`src/rtl/ott_pkg.sv`:
```
// Shared types, widths and helpers for the ordered timer table.
// No dependencies; every other file except ott_ram refers to it by scoped names.
package ott_pkg;

  localparam int NumTimers = 16;
  localparam int IdxW      = $clog2(NumTimers);
  localparam int CntW      = IdxW + 1;
  localparam int SlotW     = 4;
  localparam int CmdW      = 3;
  localparam int StatW     = 2;
  localparam int TimeW     = 48;
  localparam int PerW      = 32;

  localparam logic [TimeW-1:0] TMax = {TimeW{1'b1}};

  typedef enum logic [CmdW-1:0] {
    CMD_ADD     = 3'd0,
    CMD_CANCEL  = 3'd1,
    CMD_RESET   = 3'd2,
    CMD_REFRESH = 3'd3,
    CMD_EXPIRE  = 3'd4,
    CMD_NEXT    = 3'd5
  } cmd_e;

  typedef enum logic [StatW-1:0] {
    STAT_OK         = 2'd0,
    STAT_NOT_ACTIVE = 2'd1,
    STAT_FULL       = 2'd2,
    STAT_NONE       = 2'd3
  } status_e;

  typedef enum logic [3:0] {
    S_IDLE,
    S_SCAN,
    S_EXP_STEP,
    S_ADD_FIN,
    S_NEXT_FIN,
    S_READ,
    S_CALC,
    S_UPDATE,
    S_REPLY
  } state_e;

  typedef struct packed {
    status_e          status;
    logic [SlotW-1:0] out_slot;
    logic             earliest;
    logic [TimeW-1:0] wait_ms;
    logic             any_active;
    logic             last;
  } res_t;

  typedef struct packed {
    logic             we_per;
    logic             we_dl;
    logic [IdxW-1:0]  waddr;
    logic [PerW-1:0]  wper;
    logic [TimeW-1:0] wdl;
    logic [IdxW-1:0]  raddr;
  } mem_req_t;

  // start + period, clamped to the largest time value
  function automatic logic [TimeW-1:0] sat_add(input logic [TimeW-1:0] a,
                                               input logic [PerW-1:0] b);
    logic [TimeW:0] s;
    s = {1'b0, a} + {{(TimeW - PerW + 1){1'b0}}, b};
    return s[TimeW] ? TMax : s[TimeW-1:0];
  endfunction

endpackage

```
`src/rtl/ott_cmd_if.sv`:
```
// Command channel: valid/ready handshake plus one command item.
// Depends on ott_pkg for field widths.
interface ott_cmd_if;
  logic                       valid;
  logic                       ready;
  logic [ott_pkg::CmdW-1:0]   cmd;
  logic [ott_pkg::TimeW-1:0]  now_ms;
  logic [ott_pkg::SlotW-1:0]  slot;
  logic [ott_pkg::PerW-1:0]   period_ms;
  logic                       repeat_req;
  logic                       restart;

  modport source(output valid, cmd, now_ms, slot, period_ms, repeat_req, restart,
                 input ready);
  modport sink(input valid, cmd, now_ms, slot, period_ms, repeat_req, restart,
               output ready);
endinterface

```
`src/rtl/ott_res_if.sv`:
```
// Result channel: valid/ready handshake plus one result item.
// Depends on ott_pkg for field widths.
interface ott_res_if;
  logic                       valid;
  logic                       ready;
  logic [ott_pkg::StatW-1:0]  status;
  logic [ott_pkg::SlotW-1:0]  out_slot;
  logic                       earliest;
  logic [ott_pkg::TimeW-1:0]  wait_ms;
  logic                       any_active;
  logic                       last;

  modport source(output valid, status, out_slot, earliest, wait_ms, any_active, last,
                 input ready);
  modport sink(input valid, status, out_slot, earliest, wait_ms, any_active, last,
               output ready);
endinterface

```
`src/rtl/ott_ram.sv`:
```
// Generic single-write, single-read RAM with registered read data.
// No dependencies.
module ott_ram #(
  parameter int Width = 8,
  parameter int Depth = 16
) (
  input  logic                     clk_i,
  input  logic                     we_i,
  input  logic [$clog2(Depth)-1:0] waddr_i,
  input  logic [Width-1:0]         wdata_i,
  input  logic [$clog2(Depth)-1:0] raddr_i,
  output logic [Width-1:0]         rdata_o
);

  logic [Width-1:0] mem_q [Depth];
  logic [Width-1:0] rdata_q;

  always_ff @(posedge clk_i) begin
    if (we_i) begin
      mem_q[waddr_i] <= wdata_i;
    end
    rdata_q <= mem_q[raddr_i];
  end

  assign rdata_o = rdata_q;

endmodule

```
`src/rtl/ott_ctrl.sv`:
```
// Command sequencer: flags, memory scans, ordering and result generation.
// Depends on ott_pkg and ott_cmd_if; drives the period and deadline RAMs.
module ott_ctrl (
  input  logic                      clk_i,
  input  logic                      rst_ni,
  ott_cmd_if.sink                   cmd_i,
  output ott_pkg::mem_req_t         mem_o,
  input  logic [ott_pkg::PerW-1:0]  per_rdata_i,
  input  logic [ott_pkg::TimeW-1:0] dl_rdata_i,
  output logic                      push_valid_o,
  output ott_pkg::res_t             rslt_o,
  input  logic                      push_ready_i
);

  localparam int N    = ott_pkg::NumTimers;
  localparam int IdxW = ott_pkg::IdxW;
  localparam int CntW = ott_pkg::CntW;

  ott_pkg::state_e state_q, state_d;

  logic [N-1:0] act_q, rep_q, taken_q, due_q;
  logic [CntW-1:0] cnt_q, due_cnt_q, emit_cnt_q;
  logic rd_vld_q, have_q, front_q, first_q;

  logic [ott_pkg::CmdW-1:0]  cmd_q;
  logic [ott_pkg::TimeW-1:0] now_q, newdl_q, bestd_q, base_q;
  logic [IdxW-1:0]           slot_q, free_q, rd_idx_q, best_q;
  logic [ott_pkg::PerW-1:0]  per_q, bestp_q, addend_q;
  logic                      repreq_q, fnow_q, chg_q;
  ott_pkg::status_e          stat_q;

  logic            accept, free_found, slot_ok, slot_live, scan_issue, scan_done;
  logic            due_hit, elig, take, front_kill, exp_last, any_act, any_exp;
  logic [IdxW-1:0] free_idx, cmd_idx;

  assign accept  = (state_q == ott_pkg::S_IDLE) && cmd_i.valid;
  assign cmd_i.ready = (state_q == ott_pkg::S_IDLE);

  // lowest free slot
  always_comb begin
    free_found = 1'b0;
    free_idx   = '0;
    for (int i = N - 1; i >= 0; i--) begin
      if (!act_q[i]) begin
        free_found = 1'b1;
        free_idx   = IdxW'(i);
      end
    end
  end

  assign cmd_idx   = cmd_i.slot[IdxW-1:0];
  assign slot_ok   = (32'(cmd_i.slot) < N);
  assign slot_live = slot_ok && act_q[cmd_idx];

  assign any_act = |act_q;
  // one-shot due timers leave the table, recurring ones stay
  assign any_exp = |(act_q & ~(due_q & ~rep_q));

  assign scan_issue = (state_q == ott_pkg::S_SCAN) && (cnt_q < CntW'(N));
  assign scan_done  = (cnt_q == CntW'(N)) && !rd_vld_q;

  // evaluation of the entry returned by the RAMs
  assign due_hit = act_q[rd_idx_q] && (dl_rdata_i <= now_q);
  always_comb begin
    case (cmd_q)
      ott_pkg::CMD_EXPIRE: elig = due_hit && !taken_q[rd_idx_q];
      ott_pkg::CMD_NEXT:   elig = act_q[rd_idx_q];
      default:             elig = 1'b0;
    endcase
  end
  assign take       = rd_vld_q && elig && (!have_q || (dl_rdata_i < bestd_q));
  assign front_kill = rd_vld_q && act_q[rd_idx_q] &&
                      ((dl_rdata_i < newdl_q) ||
                       ((dl_rdata_i == newdl_q) && (rd_idx_q < free_q)));
  assign exp_last   = ((emit_cnt_q + CntW'(1)) == due_cnt_q);

  always_comb begin
    state_d      = state_q;
    push_valid_o = 1'b0;
    rslt_o       = '0;
    rslt_o.any_active = any_act;
    rslt_o.last       = 1'b1;
    mem_o        = '0;
    mem_o.raddr  = slot_q;
    case (state_q)
      ott_pkg::S_IDLE: begin
        if (cmd_i.valid) begin
          case (cmd_i.cmd)
            ott_pkg::CMD_ADD:     state_d = free_found ? ott_pkg::S_SCAN : ott_pkg::S_REPLY;
            ott_pkg::CMD_RESET,
            ott_pkg::CMD_REFRESH: state_d = slot_live ? ott_pkg::S_READ : ott_pkg::S_REPLY;
            ott_pkg::CMD_EXPIRE,
            ott_pkg::CMD_NEXT:    state_d = ott_pkg::S_SCAN;
            default:              state_d = ott_pkg::S_REPLY;
          endcase
        end
      end
      ott_pkg::S_SCAN: begin
        mem_o.raddr = cnt_q[IdxW-1:0];
        if (scan_done) begin
          case (cmd_q)
            ott_pkg::CMD_ADD:    state_d = ott_pkg::S_ADD_FIN;
            ott_pkg::CMD_EXPIRE: state_d = ott_pkg::S_EXP_STEP;
            default:             state_d = ott_pkg::S_NEXT_FIN;
          endcase
        end
      end
      ott_pkg::S_EXP_STEP: begin
        push_valid_o = 1'b1;
        if (!have_q) begin
          rslt_o.status = ott_pkg::STAT_NONE;
        end else begin
          rslt_o.out_slot   = ott_pkg::SlotW'(best_q);
          rslt_o.last       = exp_last;
          rslt_o.any_active = any_exp;
          mem_o.waddr = best_q;
          mem_o.wdl   = ott_pkg::sat_add(now_q, bestp_q);
          mem_o.we_dl = push_ready_i && rep_q[best_q];
        end
        if (push_ready_i) begin
          state_d = (!have_q || exp_last) ? ott_pkg::S_IDLE : ott_pkg::S_SCAN;
        end
      end
      ott_pkg::S_ADD_FIN: begin
        push_valid_o      = 1'b1;
        rslt_o.out_slot   = ott_pkg::SlotW'(free_q);
        rslt_o.earliest   = front_q;
        rslt_o.any_active = 1'b1;
        mem_o.waddr  = free_q;
        mem_o.wper   = per_q;
        mem_o.wdl    = newdl_q;
        mem_o.we_per = push_ready_i;
        mem_o.we_dl  = push_ready_i;
        if (push_ready_i) begin
          state_d = ott_pkg::S_IDLE;
        end
      end
      ott_pkg::S_NEXT_FIN: begin
        push_valid_o = 1'b1;
        if (have_q && (bestd_q >= now_q)) begin
          rslt_o.wait_ms = bestd_q - now_q;
        end
        if (push_ready_i) begin
          state_d = ott_pkg::S_IDLE;
        end
      end
      ott_pkg::S_READ: state_d = ott_pkg::S_CALC;
      ott_pkg::S_CALC: state_d = ott_pkg::S_UPDATE;
      ott_pkg::S_UPDATE: begin
        push_valid_o = 1'b1;
        mem_o.waddr  = slot_q;
        mem_o.wper   = per_q;
        mem_o.wdl    = ott_pkg::sat_add(base_q, addend_q);
        mem_o.we_dl  = push_ready_i && chg_q;
        mem_o.we_per = push_ready_i && chg_q && (cmd_q == ott_pkg::CMD_RESET);
        if (push_ready_i) begin
          state_d = ott_pkg::S_IDLE;
        end
      end
      ott_pkg::S_REPLY: begin
        push_valid_o  = 1'b1;
        rslt_o.status = stat_q;
        if (push_ready_i) begin
          state_d = ott_pkg::S_IDLE;
        end
      end
      default: state_d = ott_pkg::S_IDLE;
    endcase
  end

  always_ff @(posedge clk_i or negedge rst_ni) begin
    if (!rst_ni) begin
      state_q    <= ott_pkg::S_IDLE;
      act_q      <= '0;
      rep_q      <= '0;
      taken_q    <= '0;
      due_q      <= '0;
      cnt_q      <= '0;
      due_cnt_q  <= '0;
      emit_cnt_q <= '0;
      rd_vld_q   <= 1'b0;
      have_q     <= 1'b0;
      front_q    <= 1'b0;
      first_q    <= 1'b0;
    end else begin
      state_q  <= state_d;
      rd_vld_q <= scan_issue;
      if (scan_issue) begin
        cnt_q <= cnt_q + CntW'(1);
      end
      if (take) begin
        have_q <= 1'b1;
      end
      if (front_kill) begin
        front_q <= 1'b0;
      end
      // due set and count come from the first pass only
      if (rd_vld_q && first_q && (cmd_q == ott_pkg::CMD_EXPIRE)) begin
        due_q[rd_idx_q] <= due_hit;
        due_cnt_q       <= due_cnt_q + CntW'(due_hit);
      end
      case (state_q)
        ott_pkg::S_IDLE: begin
          if (accept) begin
            cnt_q      <= '0;
            have_q     <= 1'b0;
            front_q    <= 1'b1;
            taken_q    <= '0;
            due_q      <= '0;
            due_cnt_q  <= '0;
            emit_cnt_q <= '0;
            first_q    <= 1'b1;
            if ((cmd_i.cmd == ott_pkg::CMD_CANCEL) && slot_live) begin
              act_q[cmd_idx] <= 1'b0;
            end
          end
        end
        ott_pkg::S_EXP_STEP: begin
          if (push_ready_i && have_q) begin
            taken_q[best_q] <= 1'b1;
            if (!rep_q[best_q]) begin
              act_q[best_q] <= 1'b0;
            end
            emit_cnt_q <= emit_cnt_q + CntW'(1);
            first_q    <= 1'b0;
            cnt_q      <= '0;
            have_q     <= 1'b0;
          end
        end
        ott_pkg::S_ADD_FIN: begin
          if (push_ready_i) begin
            act_q[free_q] <= 1'b1;
            rep_q[free_q] <= repreq_q;
          end
        end
        default: ;
      endcase
    end
  end

  always_ff @(posedge clk_i) begin
    rd_idx_q <= cnt_q[IdxW-1:0];
    if (take) begin
      best_q  <= rd_idx_q;
      bestd_q <= dl_rdata_i;
      bestp_q <= per_rdata_i;
    end
    if (accept) begin
      cmd_q    <= cmd_i.cmd;
      now_q    <= cmd_i.now_ms;
      slot_q   <= cmd_idx;
      per_q    <= cmd_i.period_ms;
      repreq_q <= cmd_i.repeat_req;
      fnow_q   <= cmd_i.restart;
      newdl_q  <= ott_pkg::sat_add(cmd_i.now_ms, cmd_i.period_ms);
      free_q   <= free_idx;
      case (cmd_i.cmd)
        ott_pkg::CMD_ADD:     stat_q <= ott_pkg::STAT_FULL;
        ott_pkg::CMD_CANCEL:  stat_q <= slot_live ? ott_pkg::STAT_OK
                                                  : ott_pkg::STAT_NOT_ACTIVE;
        ott_pkg::CMD_RESET,
        ott_pkg::CMD_REFRESH: stat_q <= ott_pkg::STAT_NOT_ACTIVE;
        default:              stat_q <= ott_pkg::STAT_OK;
      endcase
    end
    // slot entry is on the RAM outputs: form start point and addend
    if (state_q == ott_pkg::S_CALC) begin
      if (cmd_q == ott_pkg::CMD_RESET) begin
        if (fnow_q) begin
          base_q <= now_q;
        end else if (dl_rdata_i >= {{(ott_pkg::TimeW - ott_pkg::PerW){1'b0}}, per_rdata_i}) begin
          base_q <= dl_rdata_i - {{(ott_pkg::TimeW - ott_pkg::PerW){1'b0}}, per_rdata_i};
        end else begin
          base_q <= '0;
        end
        addend_q <= per_q;
        chg_q    <= !((per_q == per_rdata_i) && !fnow_q);
      end else begin
        base_q   <= now_q;
        addend_q <= per_rdata_i;
        chg_q    <= 1'b1;
      end
    end
  end

`ifndef ASSERT_OFF
  // read data only ever returns inside a scan
  assert property (@(posedge clk_i) disable iff (!rst_ni)
    rd_vld_q |-> (state_q == ott_pkg::S_SCAN))
    else $error("ott_ctrl: read data outside scan");

  // RAM writes never overlap a scan, so no forwarding is needed
  assert property (@(posedge clk_i) disable iff (!rst_ni)
    (state_q == ott_pkg::S_SCAN) |-> !(mem_o.we_dl || mem_o.we_per))
    else $error("ott_ctrl: RAM write during scan");

  // expire never emits more timers than were due
  assert property (@(posedge clk_i) disable iff (!rst_ni)
    ((state_q == ott_pkg::S_EXP_STEP) && have_q) |-> (emit_cnt_q < due_cnt_q))
    else $error("ott_ctrl: expire overrun");

  // an accepted command always leaves idle
  assert property (@(posedge clk_i) disable iff (!rst_ni)
    accept |=> (state_q != ott_pkg::S_IDLE))
    else $error("ott_ctrl: command accepted without work");
`endif

endmodule

```
`src/rtl/ordered_timer_table_top.sv`:
```
// Ordered timer table: 16 timer slots, period/deadline in RAM, flags in flops.
// Cancel, errors and unknown commands reply directly; reset/refresh pass through the
// read, calc and update states; add and next make one pass over the 16 RAM entries.
// Expire makes one pass per due timer, or one pass when none is due. Next item is
// taken the cycle after the last result enters the output register.
// Reset clears all active and recurring flags; the RAMs are not cleared.
module ordered_timer_table_top (
  input  logic       clk_i,
  input  logic       rst_ni,
  ott_cmd_if.sink    cmd_i,
  ott_res_if.source  res_o
);

  ott_pkg::mem_req_t             mem_req;
  logic [ott_pkg::PerW-1:0]      per_rdata;
  logic [ott_pkg::TimeW-1:0]     dl_rdata;
  logic                          push_valid, push_ready;
  ott_pkg::res_t                 rslt, res_q;
  logic                          res_vld_q;

  // sequencer: owns the flags and drives both RAMs
  ott_ctrl u_ctrl (
    .clk_i        (clk_i),
    .rst_ni       (rst_ni),
    .cmd_i        (cmd_i),
    .mem_o        (mem_req),
    .per_rdata_i  (per_rdata),
    .dl_rdata_i   (dl_rdata),
    .push_valid_o (push_valid),
    .rslt_o       (rslt),
    .push_ready_i (push_ready)
  );

  // period store, written by add and reset
  ott_ram #(
    .Width (ott_pkg::PerW),
    .Depth (ott_pkg::NumTimers)
  ) u_per_ram (
    .clk_i   (clk_i),
    .we_i    (mem_req.we_per),
    .waddr_i (mem_req.waddr),
    .wdata_i (mem_req.wper),
    .raddr_i (mem_req.raddr),
    .rdata_o (per_rdata)
  );

  // deadline store, rewritten on add, reset, refresh and re-arm
  ott_ram #(
    .Width (ott_pkg::TimeW),
    .Depth (ott_pkg::NumTimers)
  ) u_dl_ram (
    .clk_i   (clk_i),
    .we_i    (mem_req.we_dl),
    .waddr_i (mem_req.waddr),
    .wdata_i (mem_req.wdl),
    .raddr_i (mem_req.raddr),
    .rdata_o (dl_rdata)
  );

  // output register: hold a result until taken, refill in the same cycle
  assign push_ready = !res_vld_q || res_o.ready;

  always_ff @(posedge clk_i or negedge rst_ni) begin
    if (!rst_ni) begin
      res_vld_q <= 1'b0;
    end else if (push_valid && push_ready) begin
      res_vld_q <= 1'b1;
    end else if (res_o.ready) begin
      res_vld_q <= 1'b0;
    end
  end

  always_ff @(posedge clk_i) begin
    if (push_valid && push_ready) begin
      res_q <= rslt;
    end
  end

  assign res_o.valid      = res_vld_q;
  assign res_o.status     = res_q.status;
  assign res_o.out_slot   = res_q.out_slot;
  assign res_o.earliest   = res_q.earliest;
  assign res_o.wait_ms    = res_q.wait_ms;
  assign res_o.any_active = res_q.any_active;
  assign res_o.last       = res_q.last;

endmodule
```
`src/flat_wrapper.sv`:
```
// flat-port wrapper written by rule: the top's interface ports become plain ports
module ordered_timer_table_top_flat 
  (clk_i, rst_ni, cmd_i_valid, cmd_i_cmd, cmd_i_now_ms, cmd_i_slot, cmd_i_period_ms, cmd_i_repeat_req, cmd_i_restart, cmd_i_ready, res_o_valid, res_o_status, res_o_out_slot, res_o_earliest, res_o_wait_ms, res_o_any_active, res_o_last, res_o_ready);
  ott_cmd_if cmd_i_i ();
  ott_res_if res_o_i ();
  input  logic clk_i;
  input  logic rst_ni;
  input wire logic [$bits(cmd_i_i.valid)-1:0] cmd_i_valid;
  input wire logic [$bits(cmd_i_i.cmd)-1:0] cmd_i_cmd;
  input wire logic [$bits(cmd_i_i.now_ms)-1:0] cmd_i_now_ms;
  input wire logic [$bits(cmd_i_i.slot)-1:0] cmd_i_slot;
  input wire logic [$bits(cmd_i_i.period_ms)-1:0] cmd_i_period_ms;
  input wire logic [$bits(cmd_i_i.repeat_req)-1:0] cmd_i_repeat_req;
  input wire logic [$bits(cmd_i_i.restart)-1:0] cmd_i_restart;
  output wire logic [$bits(cmd_i_i.ready)-1:0] cmd_i_ready;
  output wire logic [$bits(res_o_i.valid)-1:0] res_o_valid;
  output wire logic [$bits(res_o_i.status)-1:0] res_o_status;
  output wire logic [$bits(res_o_i.out_slot)-1:0] res_o_out_slot;
  output wire logic [$bits(res_o_i.earliest)-1:0] res_o_earliest;
  output wire logic [$bits(res_o_i.wait_ms)-1:0] res_o_wait_ms;
  output wire logic [$bits(res_o_i.any_active)-1:0] res_o_any_active;
  output wire logic [$bits(res_o_i.last)-1:0] res_o_last;
  input wire logic [$bits(res_o_i.ready)-1:0] res_o_ready;
  assign cmd_i_i.valid = cmd_i_valid;
  assign cmd_i_i.cmd = cmd_i_cmd;
  assign cmd_i_i.now_ms = cmd_i_now_ms;
  assign cmd_i_i.slot = cmd_i_slot;
  assign cmd_i_i.period_ms = cmd_i_period_ms;
  assign cmd_i_i.repeat_req = cmd_i_repeat_req;
  assign cmd_i_i.restart = cmd_i_restart;
  assign cmd_i_ready = cmd_i_i.ready;
  assign res_o_valid = res_o_i.valid;
  assign res_o_status = res_o_i.status;
  assign res_o_out_slot = res_o_i.out_slot;
  assign res_o_earliest = res_o_i.earliest;
  assign res_o_wait_ms = res_o_i.wait_ms;
  assign res_o_any_active = res_o_i.any_active;
  assign res_o_last = res_o_i.last;
  assign res_o_i.ready = res_o_ready;
  ordered_timer_table_top u_core (.clk_i(clk_i), .rst_ni(rst_ni), .cmd_i(cmd_i_i), .res_o(res_o_i));
endmodule
```
`config.mk`:
```
export PLATFORM = sky130hd
export DESIGN_NAME = ordered_timer_table_top_flat
export DESIGN_NICKNAME = d
export VERILOG_FILES = /design/src/rtl/ott_pkg.sv /design/src/rtl/ott_cmd_if.sv /design/src/rtl/ott_res_if.sv /design/src/rtl/ott_ram.sv /design/src/rtl/ott_ctrl.sv /design/src/rtl/ordered_timer_table_top.sv /design/src/flat_wrapper.sv
export SDC_FILE = /design/constraint.sdc
export NUM_CORES = 2
export LEC_CHECK = 0
export BUFFER_PORTS_ARGS = -buffer_cell sky130_fd_sc_hd__buf_2
export CAP_MARGIN = 20
export CORE_MARGIN = 1
export CORE_UTILIZATION = 30
export DETAILED_ROUTE_END_ITERATION = 10
export PLACE_DENSITY = 0.43
export SLEW_MARGIN = 20
export SYNTH_ARGS = -nofsm -noshare
export SYNTH_HDL_FRONTEND = slang
export SYNTH_HIERARCHICAL = 1
export SYNTH_SLANG_ARGS = --single-unit
export TNS_END_PERCENT = 100
```
`constraint.sdc`:
```
create_clock -name clk_i -period 8.7 [get_ports clk_i]
set_input_delay 0.87 -clock clk_i [delete_from_list [all_inputs] [get_ports clk_i]]
set_output_delay 0.87 -clock clk_i [all_outputs]
set_load 0.005 [all_outputs]
```
After elaboration in Yosys (flattened, before gate mapping)

Memories as Yosys holds them, arrays and structs flattened. A register that Yosys moved wholly into a read port is not among the register bits.
Index checks and enable logic that the tools add are counted.

Register bits after elaboration: 457
Bits in writable memories: 1,280
Input port bits: 93
Memories: 2

$add $sub $neg: 8
Magnitude comparators: 15
Equality and inequality tests: 29
Multiplexer cells: 120
Bitwise logic cells: 10
Reductions and logical operators: 56

Memories:

| name                   | words | width | read ports | clocked after memory_dff | wr ports | RTL line      | source |
|---|---|---|---|---|---|---|---|
| u_core.u_dl_ram.mem_q  | 16    | 48    | 1          | 1                        | 1        | ott_ram.sv:15 | `logic [Width-1:0] mem_q [Depth];` |
| u_core.u_per_ram.mem_q | 16    | 32    | 1          | 1                        | 1        | ott_ram.sv:15 |  |

Operators with widths:

| operator          | number |
|---|---|
| $mux 48           | 6 |
| $mux 16           | 10 |
| $add 48x32->49    | 3 |
| $pmux 48 s3       | 1 |
| $lt 48x48->1      | 2 |
| $and 16x16->16    | 4 |
| $mux 32           | 2 |
| $mux 4            | 16 |
| $not 16->16       | 4 |
| $eq 48x48->1      | 1 |
| $ge 48x32->1      | 1 |
| $ge 48x48->1      | 1 |
| $le 48x48->1      | 1 |
| $pmux 16 s3       | 1 |
| $sub 48x32->48    | 1 |
| $sub 48x48->48    | 1 |
| $mux 5            | 9 |
| $mux 1            | 42 |
| $bwmux 16         | 2 |
| $eq 32x32->1      | 1 |
| $or 16x16->16     | 2 |
| $pmux 16 s2       | 1 |
| $reduce_or 16->1  | 2 |
| $logic_and 1x1->1 | 24 |
| 44 further kinds  | 100 |

Longest topological paths before layout

Word-level depth: 20
Mapped depth: 18
Mapped depth without buffers: 16

Cells and area by module

Netlist, hierarchy kept.

By module, submodules not included:

| module                     | times used | cells an instance | area an instance (um2) |
|---|---|---|---|
| ott_ctrl                   | 1          | 3,570             | 32,184.6 |
| ott_ram (u_core.u_dl_ram)  | 1          | 1,242             | 29,691.0 |
| ott_ram (u_core.u_per_ram) | 1          | 838               | 19,835.3 |
| ordered_timer_table_top    | 1          | 61                | 1,765.4 |

Worst setup path after synthesis

OpenSTA, ideal clock, no wires.

Path type: flip-flop to flip-flop
Start point: reg u_core/u_ctrl/now_q[1] (netlist name)
End point: reg u_core.u_ctrl.best_q[0], enable pin
Setup time: 0.651 ns
Arrival time: 8.338 ns
Setup slack: -0.290 ns
Stages on the path, launching flop included: 13
Path buffers: 0
Period minus slack after synthesis: 8.990 ns
Cells stage by stage: edfxtp_1 -> inv_1 -> ha_1 -> nor2b_1 -> o21a_1 -> o21a_1 -> o21ai_0 -> a21boi_0 -> o21ai_0 -> a21oi_1 -> o22a_1 -> o31a_1 -> a211oi_1

Word-level cells in the longest chain between the ends: 6

RTL lines:

| what                            | RTL line        | source |
|---|---|---|
| from (decl)                     | ott_ctrl.sv:26  | `logic [ott_pkg::TimeW-1:0] now_q, newdl_q, bestd_q, base_q;` |
| from (signal assigned)          | ott_ctrl.sv:250 | `now_q <= cmd_i.now_ms;` |
| $le 48x48->1                    | ott_ctrl.sv:63  | `assign due_hit = act_q[rd_idx_q] && (dl_rdata_i <= now_q);` |
| $logic_and 1x1->1               | ott_ctrl.sv:63  |  |
| $logic_and 1x1->1               | ott_ctrl.sv:66  | `ott_pkg::CMD_EXPIRE: elig = due_hit && !taken_q[rd_idx_q];` |
| $pmux 1 s2                      | ott_ctrl.sv:65  | `case (cmd_q)` |
| $logic_and 1x1->1 (2 in series) | ott_ctrl.sv:71  | `assign take = rd_vld_q && elig && (!have_q \|\| (dl_rdata_i < bestd_q));` |
| via u_core.u_ctrl.take          | ott_ctrl.sv:33  | `logic due_hit, elig, take, front_kill, exp_last, any_act, any_exp;` |
| to (signal assigned)            | ott_ctrl.sv:244 | `best_q <= rd_idx_q;` |
| to (decl)                       | ott_ctrl.sv:27  | `logic [IdxW-1:0] slot_q, free_q, rd_idx_q, best_q;` |

The timed path passes the listed nets, and every way through them passes these cells.
A chain may end at the register's enable or synchronous reset.

==> flow_summary_export.csv <==
group,metric,value,unit
yosys,synthesis.area,83500,sq um
final_layout,final_area,96100,sq um
sta,timing.final.hold_violations,0,
setup_path,critical_path.startpoint_type,"flop",
clocking,htreeDepth,4,
hold_path,min_from,"cmd_i_period_ms[27]",
die,die_height,530,um
pwr,peakVddDrop,0.208,mV
hold_path,hold_class,"in2reg",
pwr,power.density,314,nW/um^2
setup_path,timing.critical_path.required,9.15,ns
sta,setup_viol,0,
placed_design,post-dp-hpwl,198,mm
sta,final.setup_skew,0.0889,ns
global_routing,first_pass_grt_wire_length,404,mm
final_layout,final_cell_mix,"sky130_fd_sc_hd__edfxtp_1 (1645), sky130_fd_sc_hd__nand2_1 (414), sky130_fd_sc_hd__mux4_2 (339)",
route,detail_route.vias_per_cell,5.29,
sta,achievable-frequency,191,MHz
sta,timing.final.crit_share,60.3,%
pwr,leakage_power_of_the_design,34.2,nW
final_layout,drive_above_1_share,17.2,%
yosys,synth.yosys.warnings,6,
setup_path,worstReg2RegStart,"u_core/u_ctrl/state_q[1]$_DFFE_PN0P_",
route,remaining_drc_errors,0,
route,detailroute.via_count,52096,
setup_path,path_common_cell,"sky130_fd_sc_hd__buf_4",
clocking,post_cts_hold_buffer_count,1,
clocking,cts-root-buf,"sky130_fd_sc_hd__clkbuf_16",
route,dr.first_iter.drc_count,4630,
clocking,cts_inserted_buffers,213,
route,route.antenna.remaining_nets,0,
clocking,cts_post_setup_buffers_inserted,0,
route,wl_per_cell,29.4,um
setup_path,path_buf_inv,2,
die,dieWidth,530,um
final_layout,most_common_cell_after_layout_fill_and_taps_aside,"sky130_fd_sc_hd__edfxtp_1",
final_layout,finalNetCount,6386,
pwr,clock_power_share,29.3,%
sta,final_period_minus_worst_setup_slack,5.24,ns
pwr,total_switching_power,10.8,mW
die,fp.dieArea,280000,sq um
setup_path,cp_slowest_cell,"sky130_fd_sc_hd__nor2_4",
yosys,prevailing_post_synth_register_cell,"sky130_fd_sc_hd__edfxtp_1",
yosys,average_footprint_of_a_synthesized_cell,14.6,sq um
yosys,seq_area_frac_synth,63.8,%
sta,tightestPinTransition,1.12,ns
setup_path,worst-path-max-fanout,43,
pwr,p_seq_share,38.1,%
global_routing,grt_pass1_vias,51407,
setup_path,cp_top_family,"simple AND/OR/NAND/NOR gates",
clocking,clock-sinks,1817,
setup_path,max_stage_delay,0.83,ns
placed_design,detailed_place.area,89200,sq um
global_routing,gr-total-overflow,0,
setup_path,timing.critical_path.from,"u_core/u_ctrl/state_q[1]$_DFFE_PN0P_",
yosys,ys_seq_elements,1817,
setup_path,cp_cell_sequence,"nand2b_1, nor3_2, buf_4, nand2_1, a21boi_2, nand3b_1, nor2_4, buf_4",
yosys,synth-edff-count,1645,
yosys,synth.distinct_cells,95,
setup_path,critical_path.endpoint_type,"flop",
job,maxCapViolations,0,
clocking,worst_setup_hold_path_clk_slew,0.06,ns
setup_path,worstPathArrival,5.70,ns
clocking,clock_latency,0.91,ns
global_routing,grt_start_max_net_pins,95,
die,placeableCoreArea,276000,sq um
yosys,synthCells,5711,
placed_design,port-buffer-count,151,
route,drt_pass1_iterations,6,
final_layout,fin_util,34.8,%
pwr,p_int,19.4,mW
route,detail_route.wirelength,289,mm
die,top_level_ports,152,
sta,slew_viol_final,0,
die,initial_util,30.2,%
sta,final.setup.tns,0,ns
pwr,swShare,35.9,%
yosys,synth_async_reset_ratio,4.84,%
global_routing,initial_antenna_violation_count,24,
die,num_rows,193,
clocking,cts_max_path_buffers,4,
clocking,tritoncts,"built",
yosys,mapped_nets,6136,
clocking,cts_resized,0,
final_layout,area_delta_synth_final,15.2,%
placed_design,place_congestion,0.943,
global_routing,grt_util_all_layers,20.3,%
pwr,power.combinational.fraction,32.7,%
sta,grt_setup_unrepaired,"false",
run_status,status,"finished clean",
sta,relSlewSlack,25.1,%
setup_path,worstSetupPathType,"reg2reg",
-- metal layers --
layer  vias up  part of all wire (%)  wire length (um)  GRT usage, %
met5         -                 0.011                33             0
li1      22840                     -                 -             -
met2      1552                    46            132000          31.9
met1     27338                    46            134000          29.2
met4         6                   3.2              9270          6.29
met3       360                   4.8             14000          2.58
-- power groups by stage --
stage | Clock [mW] | Combinational (mW) | Sequential (mW)
after floorplan | 0 | 6.43 | 11.1
after global placement | 0 | 9.90 | 11.7
after detailed placement | 0 | 9.88 | 11.7
after CTS | 9.09 | 9.93 | 11.5
after global routing | 9.40 | 10.6 | 11.5
final | 8.83 | 9.87 | 11.5
-- cells in the mapped netlist (80+ instances only) --
| cell type | instances | area share (%) |
|---|---|---|
| sky130_fd_sc_hd__o21ai_0 | 298 | 1.8 |
| sky130_fd_sc_hd__nand2_1 | 414 | 1.9 |
| sky130_fd_sc_hd__edfxtp_1 | 1645 | 59 |
| sky130_fd_sc_hd__nand4_1 | 83 | 0.62 |
| sky130_fd_sc_hd__a21o_1 | 138 | 1.2 |
| sky130_fd_sc_hd__mux4_2 | 339 | 9.1 |
| sky130_fd_sc_hd__nor2_1 | 236 | 1.1 |
| sky130_fd_sc_hd__clkbuf_1 | 147 | 0.66 |
| sky130_fd_sc_hd__dfxtp_1 | 84 | 2.0 |
| sky130_fd_sc_hd__a22oi_1 | 162 | 1.5 |
| sky130_fd_sc_hd__ha_1 | 327 | 4.9 |
| sky130_fd_sc_hd__a21oi_1 | 282 | 1.7 |
| sky130_fd_sc_hd__nor2b_1 | 80 | 0.60 |
| sky130_fd_sc_hd__xnor2_1 | 156 | 1.6 |
| sky130_fd_sc_hd__dfrtp_1 | 88 | 2.6 |
| sky130_fd_sc_hd__inv_1 | 271 | 1.2 |
-- cells by family after synthesis --
kind of cell,Yosys count,share of synthesized area [%]
DFF,1817,63.8
AOI/OAI and AO/OA,1285,9.99
and+or+nand+nor,1151,6.60
buffers and inverters,526,2.61
muxes,366,9.50
adders and majority gates,332,5.02
xor gates and xnor gates,234,2.46
-- cell type report --
type | count | area (sq um)
Fill cell | 26576 | 180000
Inverter | 272 | 1030
Sequential cell | 1817 | 53300
Timing Repair Buffer | 289 | 1870
Multi-Input combinational cell | 3368 | 28400
Clock buffer | 300 | 6030
Antenna cell | 8 | 20.0
Tap cell | 3705 | 4640
Clock inverter | 80 | 856
-- per-stage QoR --
stage	instances	hold WS, ns	power (mW)	worst slack (ns)
after floorplan	5711	0.385	17.5	1.75
after global placement	9446	0.407	21.6	2.57
after CTS	9829	0.0780	30.5	3.29
after detailed placement	9448	0.407	21.6	3.33
after global routing	9835	0.114	31.5	3.19
final	9839	0.161	30.2	3.46
-- flip-flops by register name (all words and copies together), names as in the netlist, 32 cells and up --
register and flops:
u_core/u_dl_ram/mem_q 768, u_core/u_per_ram/mem_q 512, u_core/res_o.wait_ms 48, u_core/u_ctrl/base_q 48
u_core/u_ctrl/bestd_q 48, u_core/u_ctrl/newdl_q 48, u_core/u_ctrl/now_q 48, u_core/u_dl_ram/rdata_o 48
u_core/u_ctrl/addend_q 32, u_core/u_ctrl/bestp_q 32, u_core/u_ctrl/per_q 32, u_core/u_per_ram/rdata_o 32
-- path summary, 6_finish.rpt --
kind                                                            to  slack [ns]  depth (start not counted)
max reg2reg                u_core/u_dl_ram/mem_q[11][43]$_DFFE_PP_        3.46                          8
min in group asynchronous        u_core/u_ctrl/due_q[13]$_DFF_PN0_        0.51                          2
max                        u_core/u_dl_ram/mem_q[11][43]$_DFFE_PP_        3.46                          8
max in group asynchronous     u_core/u_ctrl/due_cnt_q[2]$_DFF_PN0_        6.95                          3
min                              u_core/u_ctrl/per_q[27]$_DFFE_PP_        0.16                          1
min reg2reg                      u_core/u_ctrl/rd_idx_q[1]$_DFF_P_        0.43                          0
Note: power is estimated with default switching activity, not from simulation.
